$ cat config.mk
export PLATFORM = sky130hd
export DESIGN_NAME = brs_ctrl
export DESIGN_NICKNAME = d
export VERILOG_FILES = /design/src/design/brs_pkg.sv /design/src/design/brs_ctrl.sv
export SDC_FILE = /design/constraint.sdc
export NUM_CORES = 1
export LEC_CHECK = 0
export ABC_AREA = 1
export BUFFER_PORTS_ARGS = -buffer_cell sky130_fd_sc_hd__buf_2
export CELL_PAD_IN_SITES_DETAIL_PLACEMENT = 1
export CELL_PAD_IN_SITES_GLOBAL_PLACEMENT = 1
export CORE_UTILIZATION = 29
export CTS_CLUSTER_SIZE = 12
export DETAILED_ROUTE_END_ITERATION = 7
export PLACE_DENSITY_LB_ADDON = 0.2
export SYNTH_ARGS = -nofsm -noshare
export SYNTH_HDL_FRONTEND = slang
export SYNTH_SLANG_ARGS = --single-unit
$ cat constraint.sdc
create_clock -name clk -period 1.2 [get_ports clk]
set_input_delay 0.24 -clock clk [delete_from_list [all_inputs] [get_ports clk]]
set_output_delay 0.24 -clock clk [all_outputs]
set_load 0.1 [all_outputs]
$ cat src/design/brs_pkg.sv
package brs_pkg;

    localparam int WORD_BITS     = 64;
    localparam int OFF_W         = 6;
    localparam int POS_W         = 17;
    localparam int WPOS_W        = POS_W - OFF_W;
    localparam int OP_W          = 3;
    localparam int SW_W          = 6;
    localparam int SW_MAX        = 32;
    localparam int BLK_W         = 5;
    localparam int STAT_W        = 2;
    localparam int CFG_IDX_W     = 1;
    localparam int CFG_W         = 17;
    localparam int MAX_WORDS_DEF = 1024;
    localparam int SEL_K_W       = 7;

    typedef enum logic [OP_W-1:0] {
        OP_LOAD   = 3'd0,
        OP_ACCESS = 3'd1,
        OP_RANK1  = 3'd2,
        OP_RANK0  = 3'd3,
        OP_SEL1   = 3'd4,
        OP_SEL0   = 3'd5,
        OP_NEXT1  = 3'd6,
        OP_RSVD   = 3'd7
    } op_t;

    typedef enum logic [STAT_W-1:0] {
        STAT_OK        = 2'd0,
        STAT_RANGE     = 2'd1,
        STAT_ZERO      = 2'd2,
        STAT_NOT_FOUND = 2'd3
    } stat_t;

    typedef enum logic [CFG_IDX_W-1:0] {
        REG_SAMPLE = 1'b0,
        REG_LENGTH = 1'b1
    } cfg_reg_t;

    typedef enum logic [4:0] {
        CMD_NOP,
        CMD_LATCH,
        CMD_EARLY,
        CMD_LOAD,
        CMD_DIV_INIT,
        CMD_DIV_STEP,
        CMD_SAMPLE_RD,
        CMD_SAMPLE_ACC,
        CMD_WORD_RD,
        CMD_RANK_ACC,
        CMD_RANK_LAST,
        CMD_SCAN_INIT,
        CMD_SCAN_ACC,
        CMD_NOT_FOUND,
        CMD_FIND_BYTE,
        CMD_FIND_BIT,
        CMD_EMIT
    } cmd_t;

    typedef enum logic [3:0] {
        S_IDLE,
        S_DISPATCH,
        S_DIV,
        S_SAMPLE_RD,
        S_SAMPLE_ACC,
        S_RANK_RD,
        S_RANK_ACC,
        S_SCAN_RD,
        S_SCAN_ACC,
        S_FIND_BYTE,
        S_FIND_BIT,
        S_EMIT
    } state_t;

    typedef struct packed {
        logic early;
        logic is_load;
        logic is_rank;
        logic div_last;
        logic scan_end;
        logic found;
        logic out_free;
    } dp_status_t;

    // ones in a 64-bit word
    function automatic logic [OFF_W:0] pop64(input logic [WORD_BITS-1:0] x);
        logic [OFF_W:0] c;
        c = '0;
        for (int i = 0; i < WORD_BITS; i++)
        begin
            c = c + (OFF_W+1)'(x[i]);
        end
        return c;
    endfunction

    // ones in a byte
    function automatic logic [3:0] pop8(input logic [7:0] x);
        logic [3:0] c;
        c = '0;
        for (int i = 0; i < 8; i++)
        begin
            c = c + 4'(x[i]);
        end
        return c;
    endfunction

endpackage

$ cat src/design/brs_ctrl.sv
module brs_ctrl
(
    input  logic                clk,
    input  logic                rst_n,
    input  logic                in_valid,
    output logic                in_ready,
    input  brs_pkg::dp_status_t stat,
    output brs_pkg::cmd_t       cmd
);

    brs_pkg::state_t state_reg, state_next;

    // state register
    always_ff @(posedge clk or negedge rst_n)
    begin
        if (!rst_n)
            state_reg <= brs_pkg::S_IDLE;
        else
            state_reg <= state_next;
    end

    // next state and commands
    always_comb
    begin
        state_next = state_reg;
        cmd        = brs_pkg::CMD_NOP;
        in_ready   = 1'b0;
        case (state_reg)
            brs_pkg::S_IDLE:
            begin
                in_ready = 1'b1;
                if (in_valid)
                begin
                    cmd        = brs_pkg::CMD_LATCH;
                    state_next = brs_pkg::S_DISPATCH;
                end
            end
            brs_pkg::S_DISPATCH:
            begin
                if (stat.early)
                begin
                    cmd        = brs_pkg::CMD_EARLY;
                    state_next = brs_pkg::S_EMIT;
                end
                else if (stat.is_load)
                begin
                    cmd        = brs_pkg::CMD_LOAD;
                    state_next = brs_pkg::S_EMIT;
                end
                else if (stat.is_rank)
                begin
                    cmd        = brs_pkg::CMD_DIV_INIT;
                    state_next = brs_pkg::S_DIV;
                end
                else
                begin
                    cmd        = brs_pkg::CMD_SCAN_INIT;
                    state_next = brs_pkg::S_SCAN_RD;
                end
            end
            brs_pkg::S_DIV:
            begin
                cmd = brs_pkg::CMD_DIV_STEP;
                if (stat.div_last)
                    state_next = brs_pkg::S_SAMPLE_RD;
            end
            brs_pkg::S_SAMPLE_RD:
            begin
                cmd        = brs_pkg::CMD_SAMPLE_RD;
                state_next = brs_pkg::S_SAMPLE_ACC;
            end
            brs_pkg::S_SAMPLE_ACC:
            begin
                cmd        = brs_pkg::CMD_SAMPLE_ACC;
                state_next = brs_pkg::S_RANK_RD;
            end
            brs_pkg::S_RANK_RD:
            begin
                cmd        = brs_pkg::CMD_WORD_RD;
                state_next = brs_pkg::S_RANK_ACC;
            end
            brs_pkg::S_RANK_ACC:
            begin
                if (stat.scan_end)
                begin
                    cmd        = brs_pkg::CMD_RANK_LAST;
                    state_next = brs_pkg::S_EMIT;
                end
                else
                begin
                    cmd        = brs_pkg::CMD_RANK_ACC;
                    state_next = brs_pkg::S_RANK_RD;
                end
            end
            brs_pkg::S_SCAN_RD:
            begin
                if (stat.scan_end)
                begin
                    cmd        = brs_pkg::CMD_NOT_FOUND;
                    state_next = brs_pkg::S_EMIT;
                end
                else
                begin
                    cmd        = brs_pkg::CMD_WORD_RD;
                    state_next = brs_pkg::S_SCAN_ACC;
                end
            end
            brs_pkg::S_SCAN_ACC:
            begin
                cmd = brs_pkg::CMD_SCAN_ACC;
                if (stat.found)
                    state_next = brs_pkg::S_FIND_BYTE;
                else
                    state_next = brs_pkg::S_SCAN_RD;
            end
            brs_pkg::S_FIND_BYTE:
            begin
                cmd        = brs_pkg::CMD_FIND_BYTE;
                state_next = brs_pkg::S_FIND_BIT;
            end
            brs_pkg::S_FIND_BIT:
            begin
                cmd        = brs_pkg::CMD_FIND_BIT;
                state_next = brs_pkg::S_EMIT;
            end
            brs_pkg::S_EMIT:
            begin
                if (stat.out_free)
                begin
                    cmd        = brs_pkg::CMD_EMIT;
                    state_next = brs_pkg::S_IDLE;
                end
            end
            default:
            begin
                state_next = brs_pkg::S_IDLE;
            end
        endcase
    end

    // a transaction is only taken with the engine idle
    a_ready_idle: assert property (@(posedge clk) disable iff (!rst_n)
        (in_ready && in_valid) |=> (state_reg == brs_pkg::S_DISPATCH))
        else $error("accepted transaction did not start dispatch");

    a_emit_return: assert property (@(posedge clk) disable iff (!rst_n)
        (cmd == brs_pkg::CMD_EMIT) |=> (state_reg == brs_pkg::S_IDLE))
        else $error("emit did not return to idle");

    a_div_path: assert property (@(posedge clk) disable iff (!rst_n)
        (state_reg == brs_pkg::S_SAMPLE_RD) |-> ($past(state_reg) == brs_pkg::S_DIV))
        else $error("sample read without block division");

endmodule

======== Word level (Yosys, flattened, before mapping) ========
Index checks and enable logic that the tools add are counted.
cells by class
  equality and inequality tests ........... 14
  mux-type cells .......................... 19
  reductions and logical operators ........ 2
operators with widths
  kind                                                 number
  case mux 5 bit (12 select lines)                     1
  case mux 4 bit (12 select lines)                     1
  2-to-1 mux 4 bit                                     10
  equality test 4 x 3 -> 1 bit, second input constant  4
  equality test 4 bit, second input constant           4
  equality test 4 x 2 -> 1 bit, second input constant  2
  2-to-1 mux 3 bit                                     2
  != test 2 bit, second input constant                 3
  2-to-1 mux 5 bit                                     1
  equality test 4 x 1 -> 1 bit, second input constant  1
  logical NOT 4 bit                                    1
  2-to-1 mux 2 bit                                     2
  AND reduction 3 bit                                  1
  2-to-1 mux 1 bit                                     2
storage, ports and cells
  bits in registers ....................... 4
  bits of input ports ..................... 10
  logic and storage cells ................. 36

======== Depth between registers and ports, before layout ========
  depth in word-level cells ............... 4
  mapped depth ............................ 8

======== Least setup slack after synthesis ========
Ideal clock, no wire load.
  kind .................................... reg-to-output
  from .................................... register state_reg[3]
  to ...................................... output cmd[4]
  data arrival time ....................... 2705 ps
  required time ........................... 960 ps
  path slack .............................. -1745 ps
  stages on the path, launching flop included .. 5
  buffers on the path ..................... 0
  cells stage by stage .................... dfrtp_1 > inv_2 > nor2_4 > inv_2 > nor3_1
on the way
  longest elaborated chain between the ends .. 2
RTL lines
  element                                      line            text
  start: declaration                           brs_ctrl.sv:11  brs_pkg::state_t state_reg, state_next;
  start signal: assignment                     brs_ctrl.sv:17  state_reg <= brs_pkg::S_IDLE;
  start signal: assignment                     brs_ctrl.sv:19  state_reg <= state_next;
  equality test 4 bit (tied with other cells)  brs_ctrl.sv:28  case (state_reg)
  case mux 5 bit (12 select lines) *           brs_ctrl.sv:28
  end: declaration                             brs_ctrl.sv:8   output brs_pkg::cmd_t cmd
Every way passes the cells marked *; elsewhere a longest branch is shown, timed or not.

======== Final worst setup path ========
  from .................................... register state_reg[1]
  to ...................................... output cmd[0]
Same word-level chain as after synthesis.

==> summary.md <==
| Metric | Value |
|---|---|
| Synth cell types | `21` |
| Synth Area in XOR/XNOR | `0%` |
| Initial drt markers | `26` |
| Layout Nets | `139` |
| Critical path buffers and inverters | `2` |
| CP Max Fanout | `5` |
| Max_slew headroom | `84.11%` |
| Chip width | `43.44 um` |
| H-Tree Depth | `1` |
| Worst-path clk slew | `0.05 ns` |
| Final Hold Viols | `0` |
| TNS Setup | `-4.594 ns` |
| Area occupied by multi-input gates | `501.7 um2` |
| Crit path arrival time | `1.65 ns` |
| Worst reg2reg endpoint | `state_reg[1]` |
| Worst r2r path cells | `10` |
| Final setup viols | `10` |
| Hold Crit Class | `input pin to asynchronous set/reset pin` |
| FF/Latch Area | `105.1 um2` |
| IO Count | `16` |
| CP top delay family | `simple AND/OR/NAND/NOR gates` |
| Worst-Margin Slew | `0.2363 ns` |
| HPWL after detailed placement | `1.642 mm` |
| Critical Path Max Stage Delay | `0.50 ns` |
| Total track usage | `26.79%` |
| Worst setup margin | `-0.6883 ns` |
| Startpoint Class | `flip-flop` |
| Syn_nets | `88` |
| Setup WS pre-CTS | `-0.3180 ns` |
| Cell Rows | `14` |
| Die Ht | `43.44 um` |
| GRT overflow | `0` |
| Synthesized cell area | `498.0 um2` |
| Post-Synth Simple-Gate Area | `57.04%` |
| Fin Hold WS | `0.3250 ns` |
| CTS tree | `yes` |
| Clock Tree Buf Depth | `2` |
| Post-synthesis cell count | `78` |
| Run status | `complete, but fails checks` |
| Tmin final | `1.888 ns` |
| 1st-pass router iterations | `4` |
| Multiplexer share of the synthesized area | `0%` |
| Layout cells sized above 1 | `74.02%` |
| DR vias | `815` |
| Fillcell total | `161` |
| Post-route ant nets | `0` |
| Final Max Slew Viols | `0` |
| Syn_area_per_cell | `6.384 um2` |
| DIE AREA | `1887 um2` |
| Final Core Density | `74.80%` |
| # clock sinks | `4` |
| Most frequent cells in the layout | `20 x buf_4, 12 x nand2_1, 10 x buf_6` |
| Max FFs per register | `4` |
| Worst skew pair latency | `0.26 ns` |
| EDFF count, synth | `0` |
| FF-to-FF Start | `state_reg[2]` |
| IO buf count | `15` |
| Core region area | `1559 um2` |
| RSZ-0062 raised after global routing | `yes` |
| Drt total wl | `3.075 mm` |
| Skew final | `0.01241 ns` |
| CP max stage cell | `dfrtp_2` |
| Synth async-reset ratio | `100.0%` |
| Yosys warns | `0` |
| Clock Tree Root | `clkbuf_4` |
| Critical path class | `flip-flop to output port` |
| First-pass GRT wire length | `3.691 mm` |
| Register area share after synthesis | `20.10%` |
| Worst reg2reg setup slack | `-0.39 ns` |
| Setup crit end kind | `output port` |
| Most used DFF post-synth | `dfrtp_1` |
| Final Cycle Share | `157.4%` |
| Drt wl/cell | `21.50 um` |
| Failing checks | `negative setup slack` |
| Synth Register Bits | `4` |
| Commonest non-fill, non-tap cell in the layout | `buf_4` |
| Diodes inserted | `0` |
| Main combinational cell family by area after synthesis | `simple AND/OR/NAND/NOR gates` |
| Worst Path Required | `0.96 ns` |
| Maximum Capacitance Violations | `0` |
| Area growth, synth to finish | `134.2%` |
| Number of buffers created by CTS | `3` |
| Worst-path cell chain | `nor2_4 -> nand2_2 -> clkinvlp_4 -> nand2_1 -> nand4_1 -> buf_12` |
| Vias per cell | `5.699` |
| Fmax | `529.6 MHz` |
| Adder-Cell Fraction of Synth Area | `0%` |
| Vias in the first global route | `813` |
| Post-synthesis compound-gate area fraction | `10.80%` |
| Routability cong. | `0.8207` |
| Antenna violations before repair | `0` |
| Initial core utilization | `31.94%` |
| DR DRC count | `0` |
| Largest net degree at the start of global routing | `6` |
-- synth_stat cells, types with 2 or more instances --
library cell	n	share of area, %
nor2_1	6	4.5
nand3_4	2	7.0
inv_2	5	3.8
inv_1	11	8.3
dfrtp_1	4	20
nand3_1	4	4.0
nor2_4	3	6.8
nor2_2	4	5.0
o21ai_0	2	2.0
nand2_1	19	14
nor3_1	3	3.0
nand4_1	4	5.0
nand2_2	3	3.8
-- per-layer routing --
metal | routed length [um] | GRT usage (%) | share of wire (%) | up-vias
li1 | - | - | - | 358
met5 | 0 | 0 | 0 | -
met4 | 87 | 10.00 | 2.8 | 0
met1 | 1302 | 32.65 | 42 | 409
met3 | 160 | 5.417 | 5.2 | 10
met2 | 1525 | 46.36 | 50 | 38
-- metrics by stage --
step	area, um2	instances
after detailed placement	914.6	130
after CTS	988.4	135
after global routing	1166	143
after global placement	914.6	130
after floorplan	571.8	78
final	1166	143
-- area by class of cell --
cell class                 count  area share (%)
multi-input combinational     58           43.03
tap                           16           1.717
inverter                      16           6.760
clock buffer                   3           1.931
sequential                     4           9.013
timing repair buffer          46           37.55
-- worst reg2reg max path, cell delays in order (launching register included) --
cell	delay [ns]
dfrtp_2	0.45
buf_6	0.14
nor2_4	0.16
buf_4	0.15
buf_6	0.09
nand3_1	0.11
nand2_1	0.15
nor2_2	0.07
nand2_1	0.08
nand2_2	0.06
nand2_1	0.09
-- timing repair --
action                     4_1_cts  5_1_grt
buffers inserted                 1       10
setup endpoints to repair       10       10
hold endpoints to repair         4        0
hold buffers                     1        0
gates resized for setup          9       31
pin swaps                        5       20
-- cell families after synthesis --
group           after synthesis
compound gates                8
buf+inv                      16
flops                         4
simple gates                 50
-- how the worst max path moves through the flow --
stage | startpoint | end | slack [ns] | cells past startpoint
after floorplan | state_reg[2] | cmd[0] | -1.12 | 5
after global placement | state_reg[3] | cmd[0] | -0.30 | 6
after detailed placement | state_reg[3] | cmd[0] | -0.32 | 6
after CTS | state_reg[2] | cmd[2] | -0.55 | 5
after global routing | state_reg[3] | cmd[0] | -0.70 | 6
final | state_reg[1] | cmd[0] | -0.69 | 6
Power is left out: the tool's default activity adds up to more than one toggle a clock period on the data nets, which glitch-free logic cannot reach.
